## src/hdl/gls_pkg.sv

```systemverilog
// ----------------------------------------------------------------------------
// gls_pkg
// Shared types and constants for the gate layer scheduler: the command and
// status groups that pass between the controller and the datapath.
// ----------------------------------------------------------------------------
`default_nettype none

package gls_pkg;

    // Fixed widths of the transfer fields.
    localparam int unsigned MASK_IN_W = 16;
    localparam int unsigned INDEX_W   = 6;
    localparam int unsigned TOTAL_W   = 7;

    // Commands from the controller to the datapath.
    typedef struct packed {
        logic load_gate;       // capture the gate and start the scan at the top layer
        logic scan_step;       // read the next lower layer
        logic set_target_hit;  // target is the layer after the one just read
        logic set_target_zero; // target is layer 0
        logic merge_write;     // OR the gate into the target layer
        logic open_write;      // open a new layer holding the gate
        logic set_ovf;         // record an overflow result
        logic load_out;        // move the result into the output register
    } cmd_t;

    // Status from the datapath to the controller.
    typedef struct packed {
        logic hit;            // layer just read overlaps the gate
        logic ptr_zero;       // layer just read is layer 0
        logic used_zero;      // no layer is in use
        logic target_lt_used; // target layer already exists
        logic used_full;      // every layer is in use
        logic out_free;       // output register can take a result this cycle
    } status_t;

endpackage

`default_nettype wire

```

## src/hdl/gls_datapath.sv

```systemverilog
// ----------------------------------------------------------------------------
// gls_datapath
// Layer mask memory, scan pointer, layer count and the result registers.
// ----------------------------------------------------------------------------
`default_nettype none

module gls_datapath #(
    parameter int unsigned MASK_W = 16,
    parameter int unsigned DEPTH  = 64,
    parameter int unsigned ADDR_W = 6,
    parameter int unsigned CNT_W  = 7
) (
    input  wire logic                         clk,
    input  wire logic                         rst_n,
    input  wire gls_pkg::cmd_t                cmd,
    output gls_pkg::status_t                  status,
    input  wire logic [MASK_W-1:0]            gate_in,
    output logic                              out_valid,
    input  wire logic                         out_stall,
    output logic [gls_pkg::INDEX_W-1:0]       layer_index,
    output logic                              opened_layer,
    output logic                              overflow,
    output logic [gls_pkg::TOTAL_W-1:0]       layer_total
);

    logic [MASK_W-1:0] mem [DEPTH];
    logic [MASK_W-1:0] rd_data_reg;
    logic [ADDR_W-1:0] rd_addr;
    logic [ADDR_W-1:0] wr_addr;
    logic [MASK_W-1:0] wr_data;
    logic              mem_we;

    logic [MASK_W-1:0] gate_reg;
    logic [ADDR_W-1:0] ptr_reg;
    logic [CNT_W-1:0]  target_reg;
    logic [CNT_W-1:0]  used_reg;
    logic [CNT_W-1:0]  used_dec;
    logic [ADDR_W-1:0] ptr_dec;

    logic [CNT_W-1:0]  res_idx_reg;
    logic              res_open_reg;
    logic              res_ovf_reg;

    logic                        out_valid_reg;
    logic [gls_pkg::INDEX_W-1:0] out_index_reg;
    logic                        out_open_reg;
    logic                        out_ovf_reg;
    logic [gls_pkg::TOTAL_W-1:0] out_total_reg;

    assign used_dec = used_reg - CNT_W'(1);
    assign ptr_dec  = ptr_reg - ADDR_W'(1);

    always_comb
    begin
        if (cmd.load_gate)
        begin
            rd_addr = used_dec[ADDR_W-1:0];
        end
        else if (cmd.scan_step)
        begin
            rd_addr = ptr_dec;
        end
        else
        begin
            rd_addr = target_reg[ADDR_W-1:0];
        end
    end

    assign mem_we  = cmd.merge_write | cmd.open_write;
    assign wr_addr = cmd.open_write ? used_reg[ADDR_W-1:0] : target_reg[ADDR_W-1:0];
    assign wr_data = cmd.open_write ? gate_reg : (rd_data_reg | gate_reg);

    // Layer masks; data read from an entry at or above the layer count is never
    // used before the entry is written, so the memory needs no clearing.
    always_ff @(posedge clk)
    begin
        if (mem_we)
        begin
            mem[wr_addr] <= wr_data;
        end
        rd_data_reg <= mem[rd_addr];
    end

    // Payload registers.
    always_ff @(posedge clk)
    begin
        if (cmd.load_gate)
        begin
            gate_reg <= gate_in;
        end
        if (cmd.load_gate)
        begin
            ptr_reg <= used_dec[ADDR_W-1:0];
        end
        else if (cmd.scan_step)
        begin
            ptr_reg <= ptr_dec;
        end
        if (cmd.set_target_hit)
        begin
            target_reg <= CNT_W'(ptr_reg) + CNT_W'(1);
        end
        else if (cmd.set_target_zero)
        begin
            target_reg <= '0;
        end
        if (cmd.merge_write)
        begin
            res_idx_reg  <= target_reg;
            res_open_reg <= 1'b0;
            res_ovf_reg  <= 1'b0;
        end
        else if (cmd.open_write)
        begin
            res_idx_reg  <= used_reg;
            res_open_reg <= 1'b1;
            res_ovf_reg  <= 1'b0;
        end
        else if (cmd.set_ovf)
        begin
            res_idx_reg  <= '0;
            res_open_reg <= 1'b0;
            res_ovf_reg  <= 1'b1;
        end
        if (cmd.load_out)
        begin
            out_index_reg <= gls_pkg::INDEX_W'(res_idx_reg);
            out_open_reg  <= res_open_reg;
            out_ovf_reg   <= res_ovf_reg;
            out_total_reg <= gls_pkg::TOTAL_W'(used_reg);
        end
    end

    // Control state: layer count and output valid.
    always_ff @(posedge clk or negedge rst_n)
    begin
        if (!rst_n)
        begin
            used_reg      <= '0;
            out_valid_reg <= 1'b0;
        end
        else
        begin
            if (cmd.open_write)
            begin
                used_reg <= used_reg + CNT_W'(1);
            end
            if (cmd.load_out)
            begin
                out_valid_reg <= 1'b1;
            end
            else if (!out_stall)
            begin
                out_valid_reg <= 1'b0;
            end
        end
    end

    always_comb
    begin
        status.hit            = |(rd_data_reg & gate_reg);
        status.ptr_zero       = (ptr_reg == '0);
        status.used_zero      = (used_reg == '0);
        status.target_lt_used = (target_reg < used_reg);
        status.used_full      = (used_reg == CNT_W'(DEPTH));
        status.out_free       = !out_valid_reg || !out_stall;
    end

    assign out_valid    = out_valid_reg;
    assign layer_index  = out_index_reg;
    assign opened_layer = out_open_reg;
    assign overflow     = out_ovf_reg;
    assign layer_total  = out_total_reg;

endmodule

`default_nettype wire

```

## src/hdl/gls_controller.sv

```systemverilog
// ----------------------------------------------------------------------------
// gls_controller
// Sequences one gate: backward scan, resolve, merge, open or drop, and result.
// ----------------------------------------------------------------------------
`default_nettype none

module gls_controller (
    input  wire logic             clk,
    input  wire logic             rst_n,
    input  wire logic             in_valid,
    output logic                  in_stall,
    input  wire gls_pkg::status_t status,
    output gls_pkg::cmd_t         cmd
);

    typedef enum logic [4:0] {
        ST_IDLE    = 5'b00001,
        ST_SCAN    = 5'b00010,
        ST_RESOLVE = 5'b00100,
        ST_MERGE   = 5'b01000,
        ST_EMIT    = 5'b10000
    } state_t;

    state_t state_reg;
    state_t state_next;

    always_comb
    begin
        state_next = state_reg;
        cmd        = '0;
        unique case (state_reg)
            ST_IDLE:
            begin
                if (in_valid)
                begin
                    cmd.load_gate = 1'b1;
                    if (status.used_zero)
                    begin
                        cmd.set_target_zero = 1'b1;
                        state_next          = ST_RESOLVE;
                    end
                    else
                    begin
                        state_next = ST_SCAN;
                    end
                end
            end
            ST_SCAN:
            begin
                priority if (status.hit)
                begin
                    cmd.set_target_hit = 1'b1;
                    state_next         = ST_RESOLVE;
                end
                else if (status.ptr_zero)
                begin
                    cmd.set_target_zero = 1'b1;
                    state_next          = ST_RESOLVE;
                end
                else
                begin
                    cmd.scan_step = 1'b1;
                end
            end
            ST_RESOLVE:
            begin
                // The target layer is read here when it exists.
                priority if (status.target_lt_used)
                begin
                    state_next = ST_MERGE;
                end
                else if (!status.used_full)
                begin
                    cmd.open_write = 1'b1;
                    state_next     = ST_EMIT;
                end
                else
                begin
                    cmd.set_ovf = 1'b1;
                    state_next  = ST_EMIT;
                end
            end
            ST_MERGE:
            begin
                cmd.merge_write = 1'b1;
                state_next      = ST_EMIT;
            end
            ST_EMIT:
            begin
                if (status.out_free)
                begin
                    cmd.load_out = 1'b1;
                    state_next   = ST_IDLE;
                end
            end
            default:
            begin
                state_next = ST_IDLE;
            end
        endcase
    end

    always_ff @(posedge clk or negedge rst_n)
    begin
        if (!rst_n)
        begin
            state_reg <= ST_IDLE;
        end
        else
        begin
            state_reg <= state_next;
        end
    end

    assign in_stall = (state_reg != ST_IDLE);

endmodule

`default_nettype wire

```

## src/hdl/gate_layer_scheduler_top.sv

```systemverilog
// ----------------------------------------------------------------------------
// gate_layer_scheduler_top
// As-soon-as-possible layering of a gate stream over per-layer qubit masks.
// ----------------------------------------------------------------------------
//
//  Channel  Direction  Handshake            Payload
//  -------  ---------  -------------------  -------------------------------------
//  in       input      in_valid / in_stall  qubit_mask
//  out      output     out_valid/out_stall  layer_index, opened_layer, overflow,
//                                           layer_total
//
//  After its transfer a gate passes through a backward scan of L layers, a
//  resolve step, a merge step only when it merges into an existing layer, and
//  the load of its result. L is 0 on an empty schedule and at most the layer
//  count, so up to MAX_LAYER_COUNT; the backward scan reads one layer mask per
//  cycle from a one-read one-write memory with a registered read, which sets
//  the rate.
//  The next gate is taken the cycle after the result is loaded.
//  Reset clears the layer count and the handshake state; no memory clearing
//  pass is needed, so a gate can be taken right after reset.
//  A stalled result holds the output register, and the block then waits with
//  its finished result before taking the next gate.
//
`default_nettype none

module gate_layer_scheduler_top #(
    parameter int unsigned NUM_QUBITS      = 16,
    parameter int unsigned MAX_LAYER_COUNT = 64
) (
    input  wire logic                           clk,
    input  wire logic                           rst_n,
    input  wire logic                           in_valid,
    output logic                                in_stall,
    input  wire logic [gls_pkg::MASK_IN_W-1:0]  qubit_mask,
    output logic                                out_valid,
    input  wire logic                           out_stall,
    output logic [gls_pkg::INDEX_W-1:0]         layer_index,
    output logic                                opened_layer,
    output logic                                overflow,
    output logic [gls_pkg::TOTAL_W-1:0]         layer_total
);

    // Only qubits below both NUM_QUBITS and the field width take part, so
    // the stored masks are that wide.
    localparam int unsigned MASK_W = (NUM_QUBITS < gls_pkg::MASK_IN_W) ?
                                     NUM_QUBITS : gls_pkg::MASK_IN_W;
    localparam int unsigned ADDR_W = (MAX_LAYER_COUNT > 1) ? $clog2(MAX_LAYER_COUNT) : 1;
    localparam int unsigned CNT_W  = $clog2(MAX_LAYER_COUNT + 1);

    gls_pkg::cmd_t    cmd;
    gls_pkg::status_t status;

    gls_controller u_controller (
        .clk      (clk),
        .rst_n    (rst_n),
        .in_valid (in_valid),
        .in_stall (in_stall),
        .status   (status),
        .cmd      (cmd)
    );

    gls_datapath #(
        .MASK_W (MASK_W),
        .DEPTH  (MAX_LAYER_COUNT),
        .ADDR_W (ADDR_W),
        .CNT_W  (CNT_W)
    ) u_datapath (
        .clk          (clk),
        .rst_n        (rst_n),
        .cmd          (cmd),
        .status       (status),
        .gate_in      (qubit_mask[MASK_W-1:0]),
        .out_valid    (out_valid),
        .out_stall    (out_stall),
        .layer_index  (layer_index),
        .opened_layer (opened_layer),
        .overflow     (overflow),
        .layer_total  (layer_total)
    );

endmodule

`default_nettype wire

```

## config.mk

```make
export PLATFORM = sky130hd
export DESIGN_NAME = gate_layer_scheduler_top
export DESIGN_NICKNAME = d
export VERILOG_FILES = /design/src/hdl/gls_pkg.sv /design/src/hdl/gls_datapath.sv /design/src/hdl/gls_controller.sv /design/src/hdl/gate_layer_scheduler_top.sv
export SDC_FILE = /design/constraint.sdc
export NUM_CORES = 1
export LEC_CHECK = 0
export BUFFER_PORTS_ARGS = -buffer_cell sky130_fd_sc_hd__buf_4
export CAP_MARGIN = 20
export CORE_ASPECT_RATIO = 0.6
export CORE_MARGIN = 1.5
export CORE_UTILIZATION = 45
export DETAILED_ROUTE_END_ITERATION = 7
export HOLD_SLACK_MARGIN = 0.05
export PLACE_DENSITY_LB_ADDON = 0.08
export SYNTH_ARGS = -nofsm -noshare
export SYNTH_HDL_FRONTEND = slang
export SYNTH_SLANG_ARGS = --single-unit
```

## constraint.sdc

```tcl
create_clock -name clk -period 4.9 [get_ports clk]
set_input_delay 0.245 -clock clk [delete_from_list [all_inputs] [get_ports clk]]
set_output_delay 0.245 -clock clk [all_outputs]
set_load 0.03 [all_outputs]
```

==> flow_metrics.tcl <==
set metrics [dict create \
    fin_crit_ns 4.808 \
    synth.net_count 3031 \
    die_area_um2 99670 \
    synth-seq-cells 1105 \
    synth_area_per_cell_um2 14.66 \
    synth_area_um2 43980 \
    combPwrFrac_pct 41.1 \
    yosysUniqueCellTypes 67 \
    grt_pass1_vias 26020 \
    fin_worst_skew_ns 0.01899 \
    start_util_pct 45.60 \
    p_int_mw 19.99 \
    clkPwrFrac_pct 23.4 \
    clkSlewWorstSetupHoldPaths_ns 0.07 \
    vdd_drop_max_mv 0.4203 \
    cts_sinks 1105 \
    place.gp.congestion 0.8618 \
    report.final.setup_viol 0 \
    swShare_pct 40.00 \
    dominantRegCellSynth "edfxtp_1" \
    die_x_um 406.6 \
    cts_setup_buffers 0 \
    yosysWarnings 0 \
    fin_crit_sh_pct 98.12 \
    wl_per_cell_um 28.48 \
    cp.arrival_ns 5.45 \
    p_seq_share_pct 35.5 \
    drive_gt1_share_pct 16.66 \
    cts_max_path_buffers 3 \
    layout_commonest_cell "edfxtp_1" \
    ctsResizeCount 0 \
    cts_hold_buf 20 \
    grt_overflow 0 \
    crit_type "reg -> reg" \
    die_h_um 245.2 \
    async_reset_ff_share_pct 1.176 \
    fin_setup_tns_ns 0 \
    power_mw 33.32 \
    p_leak_nw 17.03 \
    dr_total_vias 27430 \
    multi_input_area_um2 10400 \
    num-fill-cells 7952 \
    grt_usage_pct 26.16 \
    drt_iter0_drc 3170 \
    cp_max_fo 42 \
    power_density_nw_per_um2 653.9 \
    cts_made_buffers 103 \
    grt_pass1_wl_um 187700 \
    largest_reg_flops 1024 \
    io_pins 37 \
    drcViolationCount 0 \
    grt_max_degree 73 \
    status "finished, final reports clean" \
    final_cell_mix "1074 x edfxtp_1, 470 x nand2_1, 287 x a21oi_1" \
    netSwitchingPower_mw 13.33 \
    hold_path_depth 2 \
    max_freq_mhz 208.0 \
    wl_um 130700 \
    hp-start "qubit_mask[10]" \
    regArea_um2 32940 \
    dr.pass1.iters 6 \
    cp.required_ns 5.54 \
    cp-start-kind "flip-flop" \
    syn_inst 3000 \
    hold_class "in -> reg" \
    htree_levels 3 \
    relSlewSlack_pct 26.44 \
    clockRootBuffer "clkbuf_16" \
    rrSetupSlack_ns 0.09 \
    ff2ff_path_depth 12 \
    whs_endpoint "u_datapath.gate_reg[10]" \
    core_um2 96450 \
    syn2layout_area_growth_pct 15.87 \
    seq_area_frac_synth_pct 74.90 \
    clock_latency_ns 0.71 \
    slew_violations 0 \
    maxCapViolCount 0 \
    antenna_left 0 \
    antenna_found_initial 6 \
    num_rows 88 \
    hpwl_um 81110 \
    r2r_start "u_controller.state_reg[4]" \
    nNetsFinal 3231 \
    reg2reg_to "u_datapath.rd_data_reg[13]" \
    io_buffers 36 \
    hold_viol 0 \
    rsz0062_at_grt "no" \
    cp-end-kind "flip-flop" \
    worst_pin_slew_ns 1.093 \
    routed_via_density 5.977 \
    cts_tree "built" \
    synth_edf_count 1074 \
]
==> worst max path at each step <==
| stage | start | to | slack [ns] |
|---|---|---|---|
| floorplan | u_datapath.used_reg[2] | u_datapath.mem[34][0] | 0.40 |
| detailed placement | u_controller.state_reg[4] | u_datapath.rd_data_reg[13] | 0.21 |
| finish | u_controller.state_reg[4] | u_datapath.rd_data_reg[13] | 0.09 |
| global route | u_controller.state_reg[4] | u_datapath.rd_data_reg[10] | 0.004 |
| global placement | u_datapath.gate_reg[5] | u_datapath.rd_data_reg[13] | 0.21 |
| CTS | u_controller.state_reg[4] | u_datapath.rd_data_reg[13] | 0.18 |
==> layout make-up <==
class | count | share of cell area [%]
Tap cell | 1305 | 3.204
Inverter | 16 | 0.1179
Clock inverter | 62 | 1.036
Multi-Input combinational cell | 1673 | 20.41
Clock buffer | 126 | 5.306
Antenna cell | 1 | 0.004911
Sequential cell | 1105 | 64.64
Timing Repair Buffer | 301 | 5.279
==> cells by family (layout without fill, tap and decap cells) <==
| family | count (synthesis) | count (layout) | synth area share [%] |
|---|---|---|---|
| buffers and inverters | 222 | 505 | 2.387 |
| other | 0 | 1 | 0 |
| flip-flops | 1105 | 1105 | 74.90 |
| AO/OA/AOI/OAI | 706 | 706 | 10.86 |
| adder cells (fa/ha/maj) | 11 | 11 | 0.3129 |
| XOR/XNOR | 18 | 18 | 0.3585 |
| multiplexers | 126 | 126 | 2.882 |
| AND/OR/NAND/NOR | 812 | 812 | 8.302 |
==> power by group through the flow <==
stage	sequential (mW)	combinational, mW	clock, mW
final	11.8	13.7	7.81
after global routing	11.8	14.5	8.32
after CTS	11.8	13.5	7.94
after detailed placement	12.0	13.4	0
after global placement	12.0	13.3	0
after floorplan	12.0	7.29	0
==> synth_stat cells, drive strengths merged, types with 6 or more instances <==
cell type	count	share of area, %
ha	11	0.31
dfrtp	12	0.68
a31oi	6	0.085
nor4	24	0.36
nand4	21	0.30
o31a	15	0.30
a211oi	127	2.2
a221o	15	0.34
inv	15	0.13
a221oi	45	0.90
nand2	471	4.0
nor3	60	0.73
a21o	27	0.46
nor3b	8	0.14
nor2	48	0.43
and3	64	0.91
a32oi	30	0.60
xnor2	16	0.32
dfxtp	18	0.82
nand3	94	1.1
edfxtp	1074	73
buf	130	1.6
o21ai	12	0.14
a22oi	126	2.2
clkbuf	76	0.65
a21oi	290	3.3
mux2i	124	2.8
==> per-stage QoR <==
stage	util (%)	worst slack (ns)	cells	instance area [um2]	hold WS, ns
floorplan	-	0.3999	3000	43980	-0.05059
global placement	49.24	0.2086	4377	47500	0.1051
detailed placement	49.25	0.2145	4378	47510	0.1078
CTS	52.81	0.1790	4586	50940	0.2208
global route	52.83	0.004483	4588	50960	0.2465
finish	52.83	0.09192	4589	50960	0.2709
==> layer usage <==
layer | wire (um) | vias up | part of all wire [%] | GRT usage, %
met5 | 7 | - | 0.0054 | 0
met4 | 2317 | 2 | 1.8 | 5.147
met3 | 13410 | 154 | 10 | 7.519
met2 | 53970 | 1196 | 41 | 35.80
met1 | 60980 | 14020 | 47 | 41.10
li1 | - | 12050 | - | -
==> worst max-delay path, cell delays in order, from the launching register on <==
cell and delay, ns:
dfrtp_1 0.41, or3_4 0.43, or3_1 0.60, a41oi_4 0.43, buf_4 0.25, and2_4 0.45, buf_12 0.29, buf_4 0.37
nand2_1 0.09, a22oi_1 0.16, a32oi_1 0.13, a21oi_1 0.86, o31a_1 0.20
(Power assumes the default switching activity.)
